`src/design/pidaw_pkg.sv`:
```
package pidaw_pkg;

    localparam int CFG_IDX_W = 3;

    typedef logic [CFG_IDX_W-1:0] t_cfg_idx;

    localparam t_cfg_idx CFG_GAIN            = 3'd0;
    localparam t_cfg_idx CFG_INTEGRAL_TIME   = 3'd1;
    localparam t_cfg_idx CFG_DERIVATIVE_TIME = 3'd2;
    localparam t_cfg_idx CFG_OUTPUT_MIN      = 3'd3;
    localparam t_cfg_idx CFG_OUTPUT_MAX      = 3'd4;
    localparam t_cfg_idx CFG_DEAD_ZONE       = 3'd5;

    typedef enum logic [6:0] {
        S_IDLE = 7'b0000001,
        S_LOAD = 7'b0000010,
        S_MUL  = 7'b0000100,
        S_DIV  = 7'b0001000,
        S_FIN  = 7'b0010000,
        S_SUM  = 7'b0100000,
        S_DONE = 7'b1000000
    } t_state;

    typedef enum logic [4:0] {
        PH_P   = 5'b00001,
        PH_I   = 5'b00010,
        PH_KD  = 5'b00100,
        PH_D   = 5'b01000,
        PH_INC = 5'b10000
    } t_phase;

endpackage

```
`src/design/pid_controller_antiwindup.sv`:
```
// One shared add/subtract unit runs DATA_WIDTH shift-add steps per product and
// 2*DATA_WIDTH+16 restoring steps per quotient. A new word is accepted only in idle,
// after the last result has entered the output register; a finished result waits in
// the output register while the next word is accepted.
// Reset: synchronous, active low; restores register defaults and clears the controller state.
module pid_controller_antiwindup #(
    parameter int FRAC_BITS  = 16,
    parameter int DATA_WIDTH = 32
) (
    input  logic                              i_clk,
    input  logic                              i_rst_n,
    input  logic                              i_cfg_wr_en,
    input  logic [pidaw_pkg::CFG_IDX_W-1:0]   i_cfg_index,
    input  logic [DATA_WIDTH-1:0]             i_cfg_data,
    input  logic                              i_in_valid,
    output logic                              o_in_ready,
    input  logic signed [DATA_WIDTH-1:0]      i_target_value,
    input  logic signed [DATA_WIDTH-1:0]      i_measured_value,
    input  logic [DATA_WIDTH-1:0]             i_time_step,
    output logic                              o_out_valid,
    input  logic                              i_out_ready,
    output logic signed [DATA_WIDTH-1:0]      o_drive_value
);
    import pidaw_pkg::*;

    localparam int DW = DATA_WIDTH;
    localparam int IW = DATA_WIDTH + 16;
    localparam int PW = DW + IW;
    localparam int CW = $clog2(PW);
    localparam logic [PW-1:0] LIM_DW = PW'(1) << (DW - 1);
    localparam logic [PW-1:0] LIM_IW = PW'(1) << (IW - 1);

    function automatic logic [DW-1:0] mag_dw(input logic [DW-1:0] v);
        return v[DW-1] ? (~v + 1'b1) : v;
    endfunction

    function automatic logic [IW-1:0] mag_iw(input logic [IW-1:0] v);
        return v[IW-1] ? (~v + 1'b1) : v;
    endfunction

    function automatic logic [DW-1:0] sat_dw(input logic [PW-1:0] m, input logic neg);
        if (neg) begin
            if (m > LIM_DW) return {1'b1, {(DW-1){1'b0}}};
            return ~m[DW-1:0] + 1'b1;
        end
        if (m >= LIM_DW) return {1'b0, {(DW-1){1'b1}}};
        return m[DW-1:0];
    endfunction

    function automatic logic [IW-1:0] sat_iw(input logic [PW-1:0] m, input logic neg);
        if (neg) begin
            if (m > LIM_IW) return {1'b1, {(IW-1){1'b0}}};
            return ~m[IW-1:0] + 1'b1;
        end
        if (m >= LIM_IW) return {1'b0, {(IW-1){1'b1}}};
        return m[IW-1:0];
    endfunction

    function automatic logic [DW-1:0] clamp_dw(input logic [DW:0] s);
        if (s[DW] != s[DW-1]) return s[DW] ? {1'b1, {(DW-1){1'b0}}} : {1'b0, {(DW-1){1'b1}}};
        return s[DW-1:0];
    endfunction

    function automatic logic [IW-1:0] clamp_iw(input logic [IW:0] s);
        if (s[IW] != s[IW-1]) return s[IW] ? {1'b1, {(IW-1){1'b0}}} : {1'b0, {(IW-1){1'b1}}};
        return s[IW-1:0];
    endfunction

    logic [DW-1:0] r_gain;
    logic [DW-2:0] r_ti;
    logic [DW-2:0] r_td;
    logic [DW-1:0] r_out_min;
    logic [DW-1:0] r_out_max;
    logic [DW-2:0] r_dead_zone;

    t_state        r_state, n_state;
    t_phase        r_phase, n_phase;
    logic [IW-1:0] r_hi, n_hi;
    logic [DW-1:0] r_lo, n_lo;
    logic [IW-1:0] r_mcand, n_mcand;
    logic          r_neg, n_neg;
    logic [CW-1:0] r_cnt, n_cnt;
    logic [DW-1:0] r_rem, n_rem;
    logic [DW-1:0] r_dvsr, n_dvsr;
    logic [DW-1:0] r_err, n_err;
    logic [DW-1:0] r_dt, n_dt;
    logic [DW-1:0] r_sum, n_sum;
    logic [IW-1:0] r_integ, n_integ;
    logic [DW-1:0] r_last_err, n_last_err;
    logic          r_first, n_first;
    logic          r_out_valid, n_out_valid;
    logic [DW-1:0] r_out_data, n_out_data;

    logic [IW:0]   add_a, add_b, add_res;
    logic          add_sub;
    logic [DW:0]   rem_sh;
    logic          div_ge;
    logic [PW-1:0] prod, prod_sh, prod_shl;
    logic [DW-1:0] res_dw;
    logic [IW-1:0] res_iw;
    logic [DW:0]   diff, diff_mag;
    logic          d_en, err_pos, err_neg, pushing;
    logic [DW-1:0] drive;

    assign o_in_ready    = (r_state == S_IDLE);
    assign o_out_valid   = r_out_valid;
    assign o_drive_value = r_out_data;

    // shared add/subtract unit
    assign rem_sh = {r_rem, r_hi[IW-1]};
    always_comb begin
        add_a   = '0;
        add_b   = '0;
        add_sub = 1'b0;
        case (r_state)
            S_MUL: begin
                add_a = {1'b0, r_hi};
                add_b = r_lo[0] ? {1'b0, r_mcand} : '0;
            end
            S_DIV: begin
                add_a   = (IW+1)'(rem_sh);
                add_b   = (IW+1)'(r_dvsr);
                add_sub = 1'b1;
            end
            default: begin
                add_sub = 1'b0;
            end
        endcase
        add_res = add_sub ? (add_a - add_b) : (add_a + add_b);
    end

    assign div_ge   = !add_res[IW];
    assign prod     = {r_hi, r_lo};
    assign prod_sh  = prod >> FRAC_BITS;
    assign prod_shl = {prod[PW-2:0], div_ge};
    assign res_dw   = sat_dw((r_phase == PH_P || r_phase == PH_KD) ? prod_sh : prod, r_neg);
    assign res_iw   = sat_iw(prod_sh, r_neg);
    assign diff     = {r_err[DW-1], r_err} - {r_last_err[DW-1], r_last_err};
    assign diff_mag = diff[DW] ? (~diff + 1'b1) : diff;
    assign d_en     = !r_first && (r_dt != '0);
    assign err_neg  = r_err[DW-1];
    assign err_pos  = !r_err[DW-1] && (r_err != '0);
    assign pushing  = ($signed(r_sum) > $signed(r_out_max) && err_pos)
                   || ($signed(r_sum) < $signed(r_out_min) && err_neg);

    always_comb begin
        if (mag_dw(r_sum) < {1'b0, r_dead_zone}) begin
            drive = '0;
        end else if ($signed(r_sum) < $signed(r_out_min)) begin
            drive = r_out_min;
        end else if ($signed(r_sum) > $signed(r_out_max)) begin
            drive = r_out_max;
        end else begin
            drive = r_sum;
        end
    end

    always_comb begin
        n_state     = r_state;
        n_phase     = r_phase;
        n_hi        = r_hi;
        n_lo        = r_lo;
        n_mcand     = r_mcand;
        n_neg       = r_neg;
        n_cnt       = r_cnt;
        n_rem       = r_rem;
        n_dvsr      = r_dvsr;
        n_err       = r_err;
        n_dt        = r_dt;
        n_sum       = r_sum;
        n_integ     = r_integ;
        n_last_err  = r_last_err;
        n_first     = r_first;
        n_out_valid = r_out_valid && !i_out_ready;
        n_out_data  = r_out_data;
        case (r_state)
            S_IDLE: begin
                if (i_in_valid) begin
                    n_err   = clamp_dw({i_target_value[DW-1], i_target_value}
                                     - {i_measured_value[DW-1], i_measured_value});
                    n_dt    = i_time_step;
                    n_state = S_LOAD;
                end
            end
            S_LOAD: begin
                n_hi    = '0;
                n_lo    = mag_dw(r_gain);
                n_mcand = IW'(mag_dw(r_err));
                n_neg   = r_gain[DW-1] ^ r_err[DW-1];
                n_cnt   = CW'(DW - 1);
                n_phase = PH_P;
                n_state = S_MUL;
            end
            S_MUL: begin
                n_hi  = add_res[IW:1];
                n_lo  = {add_res[0], r_lo[DW-1:1]};
                n_cnt = r_cnt - 1'b1;
                if (r_cnt == '0) begin
                    if (r_phase == PH_I || r_phase == PH_D) begin
                        n_rem   = '0;
                        n_cnt   = CW'(PW - 1);
                        n_dvsr  = (r_phase == PH_I) ? {1'b0, r_ti} : r_dt;
                        n_state = S_DIV;
                    end else begin
                        n_state = S_FIN;
                    end
                end
            end
            S_DIV: begin
                n_rem = div_ge ? add_res[DW-1:0] : rem_sh[DW-1:0];
                n_hi  = prod_shl[PW-1:DW];
                n_lo  = prod_shl[DW-1:0];
                n_cnt = r_cnt - 1'b1;
                if (r_cnt == '0) begin
                    n_state = S_FIN;
                end
            end
            S_FIN: begin
                n_hi  = '0;
                n_cnt = CW'(DW - 1);
                case (r_phase)
                    PH_P: begin
                        n_sum = res_dw;
                        if (r_ti != '0) begin
                            n_lo    = mag_dw(r_gain);
                            n_mcand = mag_iw(r_integ);
                            n_neg   = r_gain[DW-1] ^ r_integ[IW-1];
                            n_phase = PH_I;
                            n_state = S_MUL;
                        end else if (d_en) begin
                            n_lo    = mag_dw(r_gain);
                            n_mcand = IW'(r_td);
                            n_neg   = r_gain[DW-1];
                            n_phase = PH_KD;
                            n_state = S_MUL;
                        end else begin
                            n_state = S_SUM;
                        end
                    end
                    PH_I: begin
                        n_sum = clamp_dw({r_sum[DW-1], r_sum} + {res_dw[DW-1], res_dw});
                        if (d_en) begin
                            n_lo    = mag_dw(r_gain);
                            n_mcand = IW'(r_td);
                            n_neg   = r_gain[DW-1];
                            n_phase = PH_KD;
                            n_state = S_MUL;
                        end else begin
                            n_state = S_SUM;
                        end
                    end
                    PH_KD: begin
                        n_lo    = mag_dw(res_dw);
                        n_mcand = IW'(diff_mag);
                        n_neg   = res_dw[DW-1] ^ diff[DW];
                        n_phase = PH_D;
                        n_state = S_MUL;
                    end
                    PH_D: begin
                        n_sum   = clamp_dw({r_sum[DW-1], r_sum} + {res_dw[DW-1], res_dw});
                        n_state = S_SUM;
                    end
                    PH_INC: begin
                        n_integ = clamp_iw({r_integ[IW-1], r_integ} + {res_iw[IW-1], res_iw});
                        n_state = S_DONE;
                    end
                    default: begin
                        n_state = S_IDLE;
                    end
                endcase
            end
            S_SUM: begin
                n_last_err = r_err;
                n_first    = 1'b0;
                if (!pushing) begin
                    n_hi    = '0;
                    n_lo    = mag_dw(r_err);
                    n_mcand = IW'(r_dt);
                    n_neg   = r_err[DW-1];
                    n_cnt   = CW'(DW - 1);
                    n_phase = PH_INC;
                    n_state = S_MUL;
                end else begin
                    n_state = S_DONE;
                end
            end
            S_DONE: begin
                // hold until the output register is free
                if (!r_out_valid || i_out_ready) begin
                    n_out_valid = 1'b1;
                    n_out_data  = drive;
                    n_state     = S_IDLE;
                end
            end
            default: begin
                n_state = S_IDLE;
            end
        endcase
    end

    always_ff @(posedge i_clk) begin
        if (!i_rst_n) begin
            r_state     <= S_IDLE;
            r_phase     <= PH_P;
            r_integ     <= '0;
            r_last_err  <= '0;
            r_first     <= 1'b1;
            r_out_valid <= 1'b0;
            r_gain      <= DW'(1) << FRAC_BITS;
            r_ti        <= '0;
            r_td        <= '0;
            r_out_min   <= {1'b1, {(DW-1){1'b0}}};
            r_out_max   <= {1'b0, {(DW-1){1'b1}}};
            r_dead_zone <= '0;
        end else begin
            r_state     <= n_state;
            r_phase     <= n_phase;
            r_integ     <= n_integ;
            r_last_err  <= n_last_err;
            r_first     <= n_first;
            r_out_valid <= n_out_valid;
            if (i_cfg_wr_en) begin
                case (i_cfg_index)
                    CFG_GAIN:            r_gain      <= i_cfg_data;
                    CFG_INTEGRAL_TIME:   r_ti        <= i_cfg_data[DW-2:0];
                    CFG_DERIVATIVE_TIME: r_td        <= i_cfg_data[DW-2:0];
                    CFG_OUTPUT_MIN:      r_out_min   <= i_cfg_data;
                    CFG_OUTPUT_MAX:      r_out_max   <= i_cfg_data;
                    CFG_DEAD_ZONE:       r_dead_zone <= i_cfg_data[DW-2:0];
                    default: begin
                        r_gain <= r_gain;
                    end
                endcase
            end
        end
    end

    always_ff @(posedge i_clk) begin
        r_hi       <= n_hi;
        r_lo       <= n_lo;
        r_mcand    <= n_mcand;
        r_neg      <= n_neg;
        r_cnt      <= n_cnt;
        r_rem      <= n_rem;
        r_dvsr     <= n_dvsr;
        r_err      <= n_err;
        r_dt       <= n_dt;
        r_sum      <= n_sum;
        r_out_data <= n_out_data;
    end

    a_div_nonzero: assert property (@(posedge i_clk) disable iff (!i_rst_n)
        (r_state == S_DIV) |-> (r_dvsr != '0 && r_rem < r_dvsr))
        else $error("divider remainder not below divisor");

    a_accept_load: assert property (@(posedge i_clk) disable iff (!i_rst_n)
        (i_in_valid && o_in_ready) |=> (r_state == S_LOAD))
        else $error("accepted word did not start a computation");

    a_result_from_done: assert property (@(posedge i_clk) disable iff (!i_rst_n)
        $rose(r_out_valid) |-> $past(r_state == S_DONE))
        else $error("result loaded outside completion");

    a_first_clear: assert property (@(posedge i_clk) disable iff (!i_rst_n)
        $fell(r_first) |-> $past(r_state == S_SUM))
        else $error("first-word flag cleared outside summation");

endmodule

```
`config.mk`:
```
export PLATFORM = sky130hd
export DESIGN_NAME = pid_controller_antiwindup
export DESIGN_NICKNAME = d
export VERILOG_FILES = /design/src/design/pidaw_pkg.sv /design/src/design/pid_controller_antiwindup.sv
export SDC_FILE = /design/constraint.sdc
export NUM_CORES = 2
export LEC_CHECK = 0
export ABC_AREA = 1
export BUFFER_PORTS_ARGS = -buffer_cell sky130_fd_sc_hd__buf_2
export CORE_MARGIN = 8
export CORE_UTILIZATION = 50
export DETAILED_ROUTE_END_ITERATION = 16
export PLACE_DENSITY_LB_ADDON = 0.15
export SLEW_MARGIN = 20
export SYNTH_ARGS = -nofsm -noshare
export SYNTH_HDL_FRONTEND = slang
export SYNTH_SLANG_ARGS = --single-unit
```
`constraint.sdc`:
```
create_clock -name i_clk -period 11.55 [get_ports i_clk]
set_input_delay 3.465 -clock i_clk [delete_from_list [all_inputs] [get_ports i_clk]]
set_output_delay 3.465 -clock i_clk [all_outputs]
set_load 0.03 [all_outputs]
```
# Word-level counts from Yosys, hierarchy flattened
# Cells that the tools add are included.
dict set report word_totals {
  reg_bits 611
  out_inout_bits 34
  elab_cells 225
}
dict set report op_classes {
  n_addsub 15
  n_lt_le_gt_ge 7
  eq_ne 27
  mux 100
  n_bitwise 11
  n_reduce_logical 41
}
# cell count
set op_table {}
lappend op_table {{32-bit 2-to-1 mux} 25}
lappend op_table {{48-bit 2-to-1 mux} 15}
lappend op_table {{48-bit case mux with 3 select lines} 2}
lappend op_table {{32-bit case mux with 3 select lines} 2}
lappend op_table {{48-bit case mux with 2 select lines} 2}
lappend op_table {{48-bit case mux with 4 select lines} 1}
lappend op_table {{32-bit by 1-bit adder with 32-bit output (second input constant)} 5}
lappend op_table {{32-bit inverter} 5}
lappend op_table {{32-bit case mux with 5 select lines} 1}
lappend op_table {{48-bit by 1-bit adder with 48-bit output (second input constant)} 2}
lappend op_table {{48-bit inverter} 2}
lappend op_table {{80-bit by 32-bit greater-or-equal comparator with 1-bit output (second input constant)} 1}
lappend op_table {{80-bit by 32-bit > comparator with 1-bit output (second input constant)} 1}
lappend op_table {{80-bit 2-to-1 mux} 1}
lappend op_table {{32-bit by 32-bit subtractor with 33-bit output} 2}
lappend op_table {{64-bit by 48-bit greater-or-equal comparator with 1-bit output (second input constant)} 1}
lappend op_table {{64-bit by 48-bit > comparator with 1-bit output (second input constant)} 1}
lappend op_table {{32-bit case mux with 2 select lines} 1}
lappend op_table {{32-bit nonzero test} 2}
lappend op_table {{7-bit 2-to-1 mux} 8}
lappend op_table {{48-bit by 48-bit adder with 49-bit output} 1}
lappend op_table {{49-bit adder} 1}
lappend op_table {{49-bit 2-to-1 mux} 1}
lappend op_table {{7-bit case mux with 7 select lines} 1}
lappend op_table {{50 further kinds} 117}

# Logic depth before layout (Yosys ltp)
dict set report logic_depth {
  word_depth 18
  ltp_mapped 42
}

# Least setup slack after synthesis
# No wires, ideal clock.
dict set report synth_path {
  path_kind {in2reg}
  startpoint {input i_in_valid}
  endpoint {register r_dt[0] (enable)}
  arrival_ns 6.160
  slack_ns 4.904
  stages 2
  n_path_buf 0
  path_cell_list {inv_1 nor2_1}
}
dict set report synth_between {
  elab_chain_cells 1
}
# element line
set synth_rtl {}
lappend synth_rtl {{start: declaration} pid_controller_antiwindup.sv:15} ;# input logic i_in_valid,
lappend synth_rtl {{2-bit AND reduction (no source line)} -}
lappend synth_rtl {{end signal: assignment} pid_controller_antiwindup.sv:347} ;# r_dt <= n_dt;
lappend synth_rtl {{end: declaration} pid_controller_antiwindup.sv:86} ;# logic [DW-1:0] r_dt, n_dt;
# Every way passes these cells.
# A chain may end at the register's enable or synchronous reset.

# Worst setup path after layout
dict set report layout_path {
  startpoint {register r_lo[16]}
  endpoint {register r_integ[0]}
}
dict set report layout_between {
  elab_chain_cells 14
  word_cells_on_any_way 21
}
# element line
set layout_rtl {}
lappend layout_rtl {{start: declaration} pid_controller_antiwindup.sv:79} ;# logic [DW-1:0] r_lo, n_lo;
lappend layout_rtl {{start signal: assignment} pid_controller_antiwindup.sv:340} ;# r_lo <= n_lo;
lappend layout_rtl {{64-bit by 48-bit > comparator with 1-bit output} pid_controller_antiwindup.sv:52} ;# if (m > LIM_IW) return {1'b1, {(IW-1){1'b0}}};
lappend layout_rtl {{1-bit 2-to-1 mux} pid_controller_antiwindup.sv:52}
lappend layout_rtl {{1-bit 2-to-1 mux} pid_controller_antiwindup.sv:51} ;# if (neg) begin
lappend layout_rtl {{48-bit 2-to-1 mux} pid_controller_antiwindup.sv:53} ;# return ~m[IW-1:0] + 1'b1;
lappend layout_rtl {{48-bit 2-to-1 mux} pid_controller_antiwindup.sv:51}
lappend layout_rtl {{48-bit 2-to-1 mux} pid_controller_antiwindup.sv:55} ;# if (m >= LIM_IW) return {1'b0, {(IW-1){1'b1}}};
lappend layout_rtl {{48-bit 2-to-1 mux} pid_controller_antiwindup.sv:56} ;# return m[IW-1:0];
lappend layout_rtl {{48-bit 2-to-1 mux (*)} pid_controller_antiwindup.sv:55}
lappend layout_rtl {{48-bit by 48-bit adder with 49-bit output (*)} pid_controller_antiwindup.sv:264} ;# n_integ = clamp_iw({r_integ[IW-1], r_integ} + {res_iw[IW-1], res_iw});
lappend layout_rtl {{1-bit inequality test} pid_controller_antiwindup.sv:65} ;# if (s[IW] != s[IW-1]) return s[IW] ? {1'b1, {(IW-1){1'b0}}} : {1'b0, {(IW-1){1'b1}}};
lappend layout_rtl {{1-bit 2-to-1 mux} pid_controller_antiwindup.sv:65}
lappend layout_rtl {{1-bit 2-to-1 mux} pid_controller_antiwindup.sv:221} ;# case (r_phase)
lappend layout_rtl {{1-bit 2-to-1 mux} pid_controller_antiwindup.sv:176} ;# case (r_state)
lappend layout_rtl {{48-bit 2-to-1 mux (*)} pid_controller_antiwindup.sv:66} ;# return s[IW-1:0];
lappend layout_rtl {{end signal: assignment} pid_controller_antiwindup.sv:318} ;# r_integ <= n_integ;
lappend layout_rtl {{end: declaration} pid_controller_antiwindup.sv:88} ;# logic [IW-1:0] r_integ, n_integ;
# Mark *: on every way between the ends. The rest lies on a longest branch, timed or not. The select of a mux whose other input is x is not followed.

==> impl_metrics.yaml <==
global_route:
  grtUsageTotal_pct: 34.4
  antenna_found_initial: 7
  overflow: 0
  met2_usage_pct: 49.7
  busiest_layer: "met2"
  grt_pass1_wl_mm: 301
  grt_pass1_vias: 49200
  grt_max_degree: 126
  grt_util_met3_pct: 9.70
  met1_usage_pct: 47.8
floorplanning:
  die-height_um: 335
  start_util_pct: 50.1
  dieArea_um2: 112000
  coreArea_um2: 101000
  row_count: 117
  num_io_pins: 170
  die_w_um: 335
worst_setup_path:
  path_common_cell: "nand2_1"
  reg2reg_slack_ps: 3200
  worstSetupPathType: "reg2reg"
  critPathSlowestCell: "nor2_2"
  crit_required_ps: 12050
  startpoint: "r_lo[16]"
  r2r_end: "r_integ[0]"
  r2r-start: "r_lo[16]"
  worstPathArrival_ps: 8850
  crit_fanout: 34
  start_kind: "register"
  cp-end-kind: "register"
  reg2regPathDepth: 39
  critPathMaxStageDelay_ps: 460
clocking:
  root_buffer: "clkbuf_16"
  hold_buffers: 0
  cts_buffers: 77
  cts_buffer_depth: 3
  clock-sinks: 611
  post_cts_buffers: 0
  worstSkewPairLatency_ps: 690
  htreeDepth: 3
  cts_resized: 0
  clk_pin_slew_ps: 60
  cts_tree: "built"
sta:
  hold-worst-slack_ps: 454
  max_freq_mhz: 120
  tightest_slew_ps: 1190
  relSlewSlack_pct: 20.6
  hold_violations: 0
  min_period_ps: 8350
  finalSetupViolCount: 0
  slew_violations: 0
  rsz0062_at_grt: "false"
  fin_worst_skew_ps: 47.5
  tns_ps: 0
  finalCritPeriodShare_pct: 72.3
route:
  drtIter0Drc: 7034
  drt-total-wl_mm: 201
  drc_errors: 0
  dr.pass1.iters: 7
  wl_per_cell_um: 22.6
  vias: 53100
  avgViaCountPerCell: 5.99
  ant_nets: 0
synthesis:
  ys_ff_latch: 611
  synthCells: 7425
  syn_nets: 7860
  ys_types: 72
  avgSynthCellArea_um2: 6.84
  netlist_area_um2: 50800
  synth_warnings: 0
  ys_seq_area_share_pct: 30.6
  synthFlopType: "edfxtp_1"
  synthArstFlopShare_pct: 0
  synth_edf_count: 328
job:
  drv_cap: 0
power_and_ir_drop:
  p_sw_share_pct: 36.7
  power.internal_uw: 4530
  power_per_cell_area_nw_per_um2: 129
  pwr-share-clk_pct: 35.2
  p_seq_share_pct: 35.6
  p_switching_uw: 2630
  total_power_uw: 7160
  combPwrFrac_pct: 29.2
  ir_drop_mv: 0.111
  p_leak_uw: 0.0250
min_path:
  hold_path_class: "reg2reg"
  whs_endpoint: "r_td[24]"
  worstHoldPathCells: 2
  min_from: "r_td[24]"
status:
  status: "finished clean"
place:
  place_hpwl_mm: 153
  portBuffers: 169
  gp_congestion: 0.995
final_layout:
  fin_nets: 7877
  area_growth_pct: 9.10
  drive_gt1_share_pct: 7.12
synth_stat cells, drive strengths merged (95+ instances only):
cell type	n	share of area (%)
ha	295	7.3
nor3	126	1.3
xnor2	109	1.9
clkbuf	239	1.8
o22ai	96	1.3
nor2	819	6.2
a21oi	671	6.8
dfxtp	283	11
a31oi	95	1.2
inv	936	6.9
nand3	381	3.9
edfxtp	328	19
nand2	1527	12
o21ai	685	6.8
xor2	222	3.8
power groups by stage:
stage / registers [uW] / logic [uW] / clock network [uW]
2_1_floorplan: 2550 / 1410 / 0
6_report: 2550 / 2090 / 2520
5_1_grt: 2550 / 2290 / 2620
3_5_place_dp: 2590 / 2020 / 0
3_3_place_gp: 2590 / 2010 / 0
4_1_cts: 2540 / 2030 / 2540
critical path, delay by kind of cell (launching register included):
kind,cells,cell delay (ps)
fa+ha+maj,2,540
buf+inv,8,1480
compound gates,8,2160
flops,1,410
simple gates,20,3280
xor+xnor,1,270
flip-flops by register name, indices dropped and copies added, names as in the netlist:
signal and count:
r_hi 48, r_integ 48, r_mcand 48, o_drive_value 32, r_dt 32, r_dvsr 32, r_err 32, r_gain 32
r_last_err 32, r_lo 32, r_out_max 32, r_out_min 32, r_rem 32, r_sum 32, r_dead_zone 31, r_td 31
r_ti 31, r_cnt 7, r_state 7, r_phase 5, o_out_valid 1, r_first 1, r_neg 1
layout make-up:
cell class | count | area (um2)
Tap cell | 1368 | 1710
Clock buffer | 105 | 2110
Fill cell | 10100 | 45900
Inverter | 946 | 3550
Timing Repair Buffer | 247 | 1460
Sequential cell | 611 | 15500
Clock inverter | 36 | 464
Multi-Input combinational cell | 5559 | 30600
Antenna cell | 2 | 5.00
worst max path at each step:
stage	depth (start not counted)	slack, ps	end
CTS	38	3370	r_integ[0]
floorplan	2	4900	r_dt[0]
global placement	39	3490	r_integ[0]
global route	39	2340	r_integ[0]
detailed placement	38	3390	r_integ[0]
finish	39	3200	r_integ[0]
kinds of logic after synthesis:
group	count (synthesis)	synth area share, %
compound gates	1879	21.3
xor+xnor	331	5.71
fa+ha+maj	299	7.43
buf+inv	1255	9.50
flops	611	30.6
mux	12	0.239
simple gates	3038	25.2
metal layers:
| metal | wire (um) | share of wire (%) |
|---|---|---|
| met2 | 81100 | 40 |
| met3 | 24800 | 12 |
| met5 | 45 | 0.022 |
| met4 | 9610 | 4.8 |
| met1 | 85300 | 42 |
cell usage in the layout (no fill, tap or decap), types with 108 or more instances in the layout:
cell / instances
xor2_1: 222
ha_1: 295
dfxtp_1: 283
edfxtp_1: 328
nand2_1: 1490
xnor2_1: 108
nor3_1: 120
o21ai_0: 636
buf_2: 168
inv_1: 917
a21oi_1: 641
nand3_1: 376
nor2_1: 790
metrics by stage:
stage                     worst slack, ps  std cells  cell area (um2)  utilization [%]
after floorplan                      4900       7425            50800                -
after global placement               3490       8730            52800             52.1
after detailed placement             3390       8731            52800             52.1
after CTS                            3370       8872            55400             54.7
after global routing                 2340       8872            55400             54.7
final                                3200       8874            55400             54.7
Power figures use the tool's default switching activity.
